## config.mk

```make
export PLATFORM = sky130hd
export DESIGN_NAME = traffic_light_sequencer
export DESIGN_NICKNAME = d
export VERILOG_FILES = /design/src/rtl/tls_pkg.sv /design/src/rtl/tls_step.sv /design/src/rtl/traffic_light_sequencer.sv
export SDC_FILE = /design/constraint.sdc
export NUM_CORES = 1
export LEC_CHECK = 0
export BUFFER_PORTS_ARGS = -buffer_cell sky130_fd_sc_hd__buf_2
export CAP_MARGIN = 20
export CORE_ASPECT_RATIO = 0.75
export CORE_MARGIN = 8
export CORE_UTILIZATION = 55
export CTS_BUF_LIST = sky130_fd_sc_hd__clkbuf_4
export CTS_CLUSTER_SIZE = 8
export DETAILED_ROUTE_END_ITERATION = 8
export GPL_TIMING_DRIVEN = 0
export PLACE_DENSITY = 0.74
export SLEW_MARGIN = 10
export SYNTH_ARGS = -nofsm -noshare
export SYNTH_HDL_FRONTEND = slang
export SYNTH_HIERARCHICAL = 1
export SYNTH_SLANG_ARGS = --single-unit
export TNS_END_PERCENT = 1
```

## constraint.sdc

```tcl
create_clock -name i_clk -period 4.9 [get_ports i_clk]
set_clock_uncertainty 0.15 [all_clocks]
set_input_delay 1.47 -clock i_clk [delete_from_list [all_inputs] [get_ports i_clk]]
set_output_delay 1.47 -clock i_clk [all_outputs]
set_load 0.005 [all_outputs]
```

## src/rtl/tls_pkg.sv

```systemverilog
`default_nettype none

package tls_pkg;

    // Fixed sizes of the block.
    localparam int unsigned WAYS_MAX   = 4;
    localparam int unsigned WAY_W      = 2;
    localparam int unsigned WAYS_CNT_W = 3;
    localparam int unsigned TIME_W     = 8;
    localparam int unsigned CFG_IDX_W  = 3;
    localparam int unsigned CFG_DATA_W = 8;

    // Smallest and largest number of approaches served.
    localparam logic [WAYS_CNT_W-1:0] WAYS_LOW  = 3'd2;
    localparam logic [WAYS_CNT_W-1:0] WAYS_HIGH = 3'd4;

    // Register reset values.
    localparam logic [WAYS_CNT_W-1:0] NUM_WAYS_RST = 3'd2;
    localparam logic [TIME_W-1:0]     YELLOW_RST   = 8'd10;
    localparam logic [TIME_W-1:0]     GREEN_RST    = 8'd60;

    // Light color codes.
    typedef enum logic [1:0] {
        COLOR_GREEN  = 2'd0,
        COLOR_RED    = 2'd1,
        COLOR_YELLOW = 2'd2
    } t_color;

    // Configuration register indexes.
    typedef enum logic [CFG_IDX_W-1:0] {
        REG_NUM_WAYS = 3'd0,
        REG_YELLOW   = 3'd1,
        REG_GREEN_0  = 3'd2,
        REG_GREEN_1  = 3'd3,
        REG_GREEN_2  = 3'd4,
        REG_GREEN_3  = 3'd5
    } t_reg_idx;

    // Configuration seen by the phase logic.
    typedef struct packed {
        logic [WAYS_CNT_W-1:0]            num_ways;
        logic [TIME_W-1:0]                yellow_time;
        logic [WAYS_MAX-1:0][TIME_W-1:0]  green_time;
    } t_tls_cfg;

    // Sequencer state.
    typedef struct packed {
        t_color [WAYS_MAX-1:0] colors;
        logic [WAY_W-1:0]      active;
        logic [TIME_W-1:0]     countdown;
    } t_tls_state;

    // One result item.
    typedef struct packed {
        t_color [WAYS_MAX-1:0] lights;
        logic [WAY_W-1:0]      active_way;
        logic                  changed;
        logic [TIME_W-1:0]     ticks_left;
    } t_tls_result;

    // Color that follows the given one in the cycle.
    function automatic t_color next_color(input t_color c);
        t_color r;
        case (c)
            COLOR_GREEN:  r = COLOR_YELLOW;
            COLOR_YELLOW: r = COLOR_RED;
            default:      r = COLOR_GREEN;
        endcase
        return r;
    endfunction

    // Countdown load for a phase; a zero duration acts as one tick.
    function automatic logic [TIME_W-1:0] load_value(input logic [TIME_W-1:0] d);
        return (d == '0) ? '0 : d - 1'b1;
    endfunction

endpackage

`default_nettype wire

```

## src/rtl/tls_step.sv

```systemverilog
`default_nettype none

module tls_step (
    input  var tls_pkg::t_tls_cfg    i_cfg,
    input  var tls_pkg::t_tls_state  i_state,
    input  wire logic                i_elapse,
    output tls_pkg::t_tls_state      o_state,
    output tls_pkg::t_tls_result     o_result
);
    import tls_pkg::*;

    logic [WAYS_CNT_W-1:0] ways;
    logic [WAY_W-1:0]      cur_way;
    logic [WAYS_CNT_W-1:0] inc_way;
    logic [WAY_W-1:0]      nxt_way;
    t_color                cur_color;
    logic                  changed;
    t_tls_state            st;

    // Clamp the number of served approaches into its legal range.
    always_comb begin
        if (i_cfg.num_ways < WAYS_LOW) begin
            ways = WAYS_LOW;
        end else if (i_cfg.num_ways > WAYS_HIGH) begin
            ways = WAYS_HIGH;
        end else begin
            ways = i_cfg.num_ways;
        end
    end

    // Round-robin successor of the active approach.
    assign cur_way   = i_state.active;
    assign cur_color = next_color(i_state.colors[cur_way]);
    assign inc_way   = {1'b0, cur_way} + 3'd1;
    assign nxt_way   = (inc_way >= ways) ? '0 : inc_way[WAY_W-1:0];

    // Phase advance on a tick.
    always_comb begin
        st      = i_state;
        changed = 1'b0;
        if (i_elapse) begin
            if (i_state.countdown == '0) begin
                changed             = 1'b1;
                st.colors[cur_way]  = cur_color;
                if (cur_color == COLOR_YELLOW) begin
                    st.countdown = load_value(i_cfg.yellow_time);
                end else if (cur_color == COLOR_RED) begin
                    // Hand the right of way to the next approach.
                    st.active          = nxt_way;
                    st.colors[nxt_way] = next_color(st.colors[nxt_way]);
                    st.countdown       = load_value(i_cfg.green_time[nxt_way]);
                end else begin
                    st.countdown = load_value(i_cfg.green_time[cur_way]);
                end
            end else begin
                st.countdown = i_state.countdown - 1'b1;
            end
        end
    end

    assign o_state = st;

    // Result fields; approaches not in use read red.
    always_comb begin
        for (int i = 0; i < WAYS_MAX; i++) begin
            o_result.lights[i] = (WAYS_CNT_W'(i) < ways) ? st.colors[i] : COLOR_RED;
        end
        o_result.active_way = st.active;
        o_result.changed    = changed;
        o_result.ticks_left = st.countdown;
    end

endmodule

`default_nettype wire

```

## src/rtl/traffic_light_sequencer.sv

```systemverilog
`default_nettype none

// Traffic light sequencer for one intersection of two to four approaches.
// Each transfer on the input channel carries one tick (elapse high) or a
// status request (elapse low) and produces exactly one result transfer with
// the four light colors, the approach holding right of way, a changed flag
// and the ticks left in the current phase. The phase logic sits between the
// state registers and the result register, and the input is ready whenever
// the result register is empty or being drained in the same cycle, so one
// item per cycle flows under no back pressure. Registers are written through
// the configuration channel, which is always ready; write them only while no
// result is outstanding.
module traffic_light_sequencer (
    input  wire logic                          i_clk,
    input  wire logic                          i_rst_n,

    input  wire logic                          i_in_valid,
    output logic                               o_in_ready,
    input  wire logic                          i_elapse,

    output logic                               o_out_valid,
    input  wire logic                          i_out_ready,
    output logic [1:0]                         o_light_0,
    output logic [1:0]                         o_light_1,
    output logic [1:0]                         o_light_2,
    output logic [1:0]                         o_light_3,
    output logic [tls_pkg::WAY_W-1:0]          o_active_way,
    output logic                               o_changed,
    output logic [tls_pkg::TIME_W-1:0]         o_ticks_left,

    input  wire logic                          i_cfg_valid,
    output logic                               o_cfg_ready,
    input  wire logic [tls_pkg::CFG_IDX_W-1:0] i_cfg_index,
    input  wire logic [tls_pkg::CFG_DATA_W-1:0] i_cfg_data
);
    import tls_pkg::*;

    t_tls_cfg    r_cfg;
    t_tls_state  r_state;
    t_tls_state  n_state;
    t_tls_result n_result;
    t_tls_result r_result;
    logic        r_out_valid;
    logic        in_fire;
    logic        out_fire;
    logic        cfg_fire;

    assign o_cfg_ready = 1'b1;
    assign cfg_fire    = i_cfg_valid && o_cfg_ready;
    assign out_fire    = r_out_valid && i_out_ready;
    assign o_in_ready  = !r_out_valid || i_out_ready;
    assign in_fire     = i_in_valid && o_in_ready;

    // Configuration registers; unknown indexes are ignored.
    always_ff @(posedge i_clk) begin
        if (!i_rst_n) begin
            r_cfg.num_ways    <= NUM_WAYS_RST;
            r_cfg.yellow_time <= YELLOW_RST;
            for (int i = 0; i < WAYS_MAX; i++) begin
                r_cfg.green_time[i] <= GREEN_RST;
            end
        end else if (cfg_fire) begin
            unique case (i_cfg_index)
                REG_NUM_WAYS: r_cfg.num_ways         <= i_cfg_data[WAYS_CNT_W-1:0];
                REG_YELLOW:   r_cfg.yellow_time      <= i_cfg_data;
                REG_GREEN_0:  r_cfg.green_time[0]    <= i_cfg_data;
                REG_GREEN_1:  r_cfg.green_time[1]    <= i_cfg_data;
                REG_GREEN_2:  r_cfg.green_time[2]    <= i_cfg_data;
                REG_GREEN_3:  r_cfg.green_time[3]    <= i_cfg_data;
                default: ;
            endcase
        end
    end

    // Phase logic.
    tls_step u_step (
        .i_cfg    (r_cfg),
        .i_state  (r_state),
        .i_elapse (i_elapse),
        .o_state  (n_state),
        .o_result (n_result)
    );

    // Sequencer state is updated on every input transfer.
    always_ff @(posedge i_clk) begin
        if (!i_rst_n) begin
            for (int i = 0; i < WAYS_MAX; i++) begin
                r_state.colors[i] <= COLOR_RED;
            end
            r_state.active    <= '0;
            r_state.countdown <= '0;
        end else if (in_fire) begin
            r_state <= n_state;
        end
    end

    // Result register valid flag.
    always_ff @(posedge i_clk) begin
        if (!i_rst_n) begin
            r_out_valid <= 1'b0;
        end else if (in_fire) begin
            r_out_valid <= 1'b1;
        end else if (out_fire) begin
            r_out_valid <= 1'b0;
        end
    end

    // Result payload.
    always_ff @(posedge i_clk) begin
        if (in_fire) begin
            r_result <= n_result;
        end
    end

    assign o_out_valid  = r_out_valid;
    assign o_light_0    = r_result.lights[0];
    assign o_light_1    = r_result.lights[1];
    assign o_light_2    = r_result.lights[2];
    assign o_light_3    = r_result.lights[3];
    assign o_active_way = r_result.active_way;
    assign o_changed    = r_result.changed;
    assign o_ticks_left = r_result.ticks_left;

    // A tick with time left in the phase only counts down.
    a_no_change_mid_phase: assert property (@(posedge i_clk) disable iff (!i_rst_n)
        (in_fire && i_elapse && r_state.countdown != '0) |=> (o_out_valid && !o_changed))
        else $error("transition reported while countdown was running");

    // A tick at the end of a phase always makes a transition.
    a_change_at_zero: assert property (@(posedge i_clk) disable iff (!i_rst_n)
        (in_fire && i_elapse && r_state.countdown == '0) |=> (o_out_valid && o_changed))
        else $error("missing transition at end of phase");

    // A status request leaves the sequencer state untouched.
    a_status_holds: assert property (@(posedge i_clk) disable iff (!i_rst_n)
        (in_fire && !i_elapse) |=> ($stable(r_state) && !o_changed))
        else $error("status request changed the state");

    // An empty result register never blocks the input.
    a_ready_when_empty: assert property (@(posedge i_clk) disable iff (!i_rst_n)
        !r_out_valid |-> o_in_ready)
        else $error("input stalled with empty result register");

endmodule

`default_nettype wire

```

# Word-level counts from Yosys, hierarchy flattened
# Index checks and enable logic that the tools add are counted.
[word_totals] input_bits=17 rom_bits=0 ramBits=0 output_inout_bits=22 memories=0 register_bits=81 latchBits=0
[classes] n_lt_le_gt_ge=11 shift=0 n_div=0 n_bitwise=0 n_addsub=5 n_mux=36 n_reduce_logical=20 eq_ne=9 multipliers=0
[ops] op="8-bit two-way mux" count=8
[ops] op="8-bit binary-select mux with 2-bit select" count=2
[ops] op="8-bit logical NOT" count=4
[ops] op="8-bit by 1-bit subtractor with 8-bit output, second input constant" count=4
[ops] op="10-bit two-way mux" count=3
[ops] op="18-bit two-way mux" count=1
[ops] op="2-bit two-way mux" count=9
[ops] op="8-bit bitwise mux" count=2
[ops] op="2-bit AND reduction" count=6
[ops] op="2-bit binary-select mux with 2-bit select" count=2
[ops] op="2-bit demux with 2-bit select" count=2
[ops] op="2-bit one-hot mux with 2 select lines" count=2
[ops] op="2-bit equality test, second input constant" count=3
[ops] op="3-bit by 2-bit equality test with 1-bit output, second input constant" count=2
[ops] op="3-bit equality test, second input constant" count=2
[ops] op="1-bit by 3-bit less-than comparator with 1-bit output, first input constant" count=2
[ops] op="2-bit by 3-bit less-than comparator with 1-bit output, first input constant" count=2
[ops] op="2-bit by 3-bit less-than comparator with 1-bit output, second input constant" count=2
[ops] op="3-bit two-way mux" count=2
[ops] op="2-bit by 1-bit greater-or-equal comparator with 1-bit output, second input constant" count=2
[ops] op="1-bit logical AND" count=4
[ops] op="2-bit logical NOT" count=2
[ops] op="2-bit by 1-bit adder with 3-bit output, second input constant" count=1
[ops] op="3-bit by 1-bit equality test with 1-bit output, second input constant" count=1
[ops] op="9 further kinds" count=11

# Depth between registers and ports, before layout
[logic_depth] word_depth=18 mapped_depth=18

# Cells and area by module
# Netlist, hierarchy kept.
[modules_own_cells] mod="traffic_light_sequencer" seq_area_each_um2=1811.7 area_each_um2=2905.3 cells_each=260 instances=1
[modules_own_cells] mod="tls_step" seq_area_each_um2=0.0 area_each_um2=2199.6 cells_each=311 instances=1

# Least setup slack after synthesis
# OpenSTA, ideal clock, no wires.
[synth_timing] kind="flip-flop to flip-flop" from="register r_state[8] (netlist name)" to="register r_state[5] (netlist name)" t_arrival_ps=3827 setup_ps=72 path_stages_with_launch=19 n_path_buf=3 synth_period_minus_slack_ps=4049 slack_ps=851 path_cell_list="dfxtp_1 buf_6 buf_2 inv_2 ha_1 ha_1 and2_1 a21oi_1 nor2_1 a221oi_1 inv_1 ha_1 o21a_1 a41oi_1 o21ai_0 a21oi_1 buf_4 nand2_1 mux2i_1"
[synth_rtl] item="start, declared" line="traffic_light_sequencer.sv:39" text="t_tls_state r_state;"
[synth_rtl] item="start signal, assigned" line="traffic_light_sequencer.sv:93" text="r_state <= n_state;"

==> results.json <==
{
  "synth_nets": 599,
  "antenna_found_initial": 1,
  "run_status": "completed",
  "drt.antenna.violating_nets": 0,
  "synth-warning-count": 6,
  "path_category_of_the_worst_min_delay_check": "register to register",
  "first_global_vias": 4468,
  "critical_path.startpoint_type": "register",
  "detailroute.via_count": 4651,
  "most-common-layout-cells": "77 x sky130_fd_sc_hd__nand2_1, 61 x sky130_fd_sc_hd__dfxtp_1, 45 x sky130_fd_sc_hd__buf_2, 42 x sky130_fd_sc_hd__o21ai_0, 39 x sky130_fd_sc_hd__mux2i_1",
  "crit_required_ns": 5.14,
  "gp_congestion": 0.941,
  "post_synth_instance_area_sq_mm": 0.00510,
  "finalSetupViolations": 0,
  "viasPerCell": 6.18,
  "worstSetupEndpointType": "register",
  "holdBufCountCts": 0,
  "nNetsFinal": 648,
  "pwr-share-clk": 0.324,
  "synth-async-reset-ratio": 0,
  "min_period_over_period": 0.950,
  "ys_dominant_reg_cell": "sky130_fd_sc_hd__dfxtp_1",
  "placement_rows": 30,
  "count_of_pins_on_the_block_boundary": 39,
  "drv_slew": 0,
  "clock_sink_count": 81,
  "cts_tree": "done",
  "drt_iter0_drc": 455,
  "drc_errors": 0,
  "area_delta_synth_final_pct": 11.3,
  "cts-buffers-inserted": 9,
  "place_hpwl_um": 10900,
  "timing.hold.ws_ns": 0.322,
  "synthesis.instances": 571,
  "power.ir.vdd_worst_uv": 220,
  "worstSetupPathType": "register to register",
  "final_period_minus_worst_setup_slack_ns": 4.65,
  "timing.final.ws_setup_ns": 0.246,
  "core-area_sq_mm": 0.00905,
  "cts.htree.levels": 3,
  "start_util": 0.564,
  "timing.max_cap.violations": 0,
  "r2r-start": "r_state[8]$_SDFFE_PN0P_",
  "max_clk_rate_mhz": 215,
  "sequentialPowerShare": 0.486,
  "critical_path.startpoint": "r_state[8]$_SDFFE_PN0P_",
  "insertion_delay_ns": 0.45,
  "fraction_of_layout_cells_with_a_size_suffix_above_1": 0.204,
  "p_comb_frac": 0.190,
  "netSwitchingPower_uw": 416,
  "slew_headroom": 0.479,
  "globalRouteTotalUtil": 0.233,
  "most_crowded_layer_gr": "met2",
  "ys_seq_elements": 81,
  "worstPathArrival_ns": 4.90,
  "global_route.usage.met3": 0.0460,
  "ys_types": 75,
  "detailedPlace.worstSlack_ns": -0.136,
  "synth_area_per_cell_sq_um": 8.94,
  "power_uw": 1540,
  "cell_internal_pwr_uw": 1120,
  "overflow_after_grt": 0,
  "design.die.area_sq_mm": 0.0127,
  "route.detailed.wl_per_inst_um": 19.0,
  "clock_tree.root_cell": "sky130_fd_sc_hd__clkbuf_4",
  "detail_route.first_pass.iterations": 7,
  "worst_hold_startpoint": "r_cfg[40]$_SDFFE_PN0P_",
  "reg2reg_setup_slack_ns": 0.25,
  "routed_wl_um": 14300,
  "pin_count_of_the_biggest_net_entering_global_routing": 29,
  "power.share.switching": 0.271,
  "grt_first_pass_wirelength_um": 23100,
  "synth-edff-count": 19,
  "port_buffers": 36,
  "max-clock-path-buffers": 2,
  "critical_path.max_fanout": 10,
  "leakage_uw": 0.00217,
  "met2_usage": 0.357,
  "transition_time_at_the_pin_with_the_least_slew_margin_ns": 0.781,
  "pwr_density_cell_mw_per_mm2": 270,
  "hold_violations": 0,
  "synth.yosys.seq_area_share": 0.355,
  "chipHeight_um": 99.4,
  "most_frequent_standard_cell_in_the_layout_excluding_fill_and_tap_cells": "sky130_fd_sc_hd__nand2_1",
  "cts.clk_slew.worst_paths_ns": 0.12,
  "global_route.usage.met1": 0.321,
  "dieWidth_um": 127,
  "final_core_utilization": 0.628
}
## state kept, by name (all words and copies together) (netlist names)
| signal | cells |
|---|---|
| o_active_way | 2 |
| o_light_3 | 2 |
| o_out_valid | 1 |
| r_state | 18 |
| o_light_1 | 2 |
| o_changed | 1 |
| r_cfg | 43 |
| o_light_0 | 2 |
| o_ticks_left | 8 |
| o_light_2 | 2 |
## cell families (layout without fill, tap and decap cells)
logic type,Yosys count,after routing,synth area share
adder cells (fa/ha/maj),11,11,0.0270
AO/OA/AOI/OAI,142,142,0.186
XOR/XNOR,11,11,0.0189
AND/OR/NAND/NOR,205,205,0.206
buffers and inverters,66,119,0.0740
other,1,2,0.000735
multiplexers,54,54,0.132
flip-flops,81,81,0.355
## repair_timing
item,CTS,global route
cloned,0,0
setup endpoints to repair,4,11
resized for setup,1,6
pin swaps,0,2
setup buffers,0,2
## final cells by class
cell class / count / area (sq um)
well taps: 128 / 160
repair buffers: 38 / 195
clock buffers: 12 / 90.1
multi-input cells: 424 / 2950
inverters: 23 / 86.3
flip-flops and latches: 81 / 1810
plain buffers: 43 / 292
fillers: 787 / 3370
diodes: 1 / 2.50
clock inverters: 3 / 90.1
## stage by stage
step | cells | TNS [ns] | cell area, sq um
3_5_place_dp | 735 | -0.312 | 5450
3_3_place_gp | 735 | -0.103 | 5450
4_1_cts | 750 | 0 | 5630
5_1_grt | 753 | -0.0274 | 5680
6_report | 753 | 0 | 5680
2_1_floorplan | 571 | 0 | 5100
## worst max-delay path: stages (launching register included)
cell and delay, ns:
sky130_fd_sc_hd__dfxtp_2 0.40, sky130_fd_sc_hd__buf_6 0.18, sky130_fd_sc_hd__buf_2 0.22, sky130_fd_sc_hd__inv_2 0.11
sky130_fd_sc_hd__ha_1 0.42, sky130_fd_sc_hd__ha_1 0.34, sky130_fd_sc_hd__nand2_1 0.13, sky130_fd_sc_hd__o211ai_1 0.44
sky130_fd_sc_hd__o22ai_1 0.22, sky130_fd_sc_hd__a221oi_4 0.38, sky130_fd_sc_hd__inv_1 0.08, sky130_fd_sc_hd__ha_1 0.25
sky130_fd_sc_hd__o21a_1 0.16, sky130_fd_sc_hd__a41oi_2 0.28, sky130_fd_sc_hd__o21ai_0 0.22, sky130_fd_sc_hd__a21oi_1 0.28
sky130_fd_sc_hd__buf_4 0.15, sky130_fd_sc_hd__nand2_1 0.04, sky130_fd_sc_hd__mux2i_1 0.13
## power by group through the flow
stage | clock network (uW) | logic, uW | registers, uW
final | 497 | 292 | 747
after global placement | 0 | 278 | 760
after CTS | 504 | 286 | 746
after floorplan | 0 | 199 | 758
after detailed placement | 0 | 282 | 761
after global routing | 528 | 318 | 751
## synthesized netlist by cell type (3+ instances only)
master / count / area share
sky130_fd_sc_hd__nand3_1: 37 / 0.036
sky130_fd_sc_hd__nor2b_1: 3 / 0.0037
sky130_fd_sc_hd__mux4_2: 9 / 0.040
sky130_fd_sc_hd__o211ai_1: 7 / 0.010
sky130_fd_sc_hd__o22ai_1: 10 / 0.012
sky130_fd_sc_hd__clkbuf_1: 8 / 0.0059
sky130_fd_sc_hd__a21oi_2: 3 / 0.0051
sky130_fd_sc_hd__o221ai_1: 3 / 0.0051
sky130_fd_sc_hd__o21a_1: 4 / 0.0059
sky130_fd_sc_hd__dfxtp_1: 62 / 0.24
sky130_fd_sc_hd__inv_1: 22 / 0.016
sky130_fd_sc_hd__or3_1: 5 / 0.0061
sky130_fd_sc_hd__mux2_2: 5 / 0.011
sky130_fd_sc_hd__o311ai_1: 3 / 0.0051
sky130_fd_sc_hd__nor3b_1: 3 / 0.0044
sky130_fd_sc_hd__nor4_1: 5 / 0.0061
sky130_fd_sc_hd__nor2_1: 25 / 0.018
sky130_fd_sc_hd__o21ai_0: 42 / 0.041
sky130_fd_sc_hd__nand4bb_1: 4 / 0.0088
sky130_fd_sc_hd__xnor2_1: 9 / 0.015
sky130_fd_sc_hd__mux2i_1: 39 / 0.076
sky130_fd_sc_hd__and2_1: 5 / 0.0061
sky130_fd_sc_hd__a21o_1: 4 / 0.0059
sky130_fd_sc_hd__buf_4: 19 / 0.028
sky130_fd_sc_hd__or2_2: 3 / 0.0037
sky130_fd_sc_hd__nand2b_1: 7 / 0.0086
sky130_fd_sc_hd__buf_1: 3 / 0.0022
sky130_fd_sc_hd__nor3_1: 15 / 0.015
sky130_fd_sc_hd__a221oi_1: 3 / 0.0051
sky130_fd_sc_hd__a21oi_1: 30 / 0.029
sky130_fd_sc_hd__ha_1: 11 / 0.027
sky130_fd_sc_hd__edfxtp_1: 19 / 0.11
sky130_fd_sc_hd__buf_2: 9 / 0.0088
sky130_fd_sc_hd__o31ai_1: 5 / 0.0074
sky130_fd_sc_hd__nand2_1: 77 / 0.057
## path summary, 6_finish.rpt
path | cells past startpoint | end
max reg2reg | 18 | r_state[3]$_SDFFE_PN0P_
min reg2reg | 2 | r_cfg[40]$_SDFFE_PN0P_
max | 18 | r_state[3]$_SDFFE_PN0P_
min | 2 | r_cfg[40]$_SDFFE_PN0P_
## per-layer routing
layer,routed length (um),up-vias
li1,-,2189
met1,6530,2252
met2,6210,188
met3,1340,22
met4,239,0
met5,0,-
Note: power is estimated with default switching activity, not from simulation.
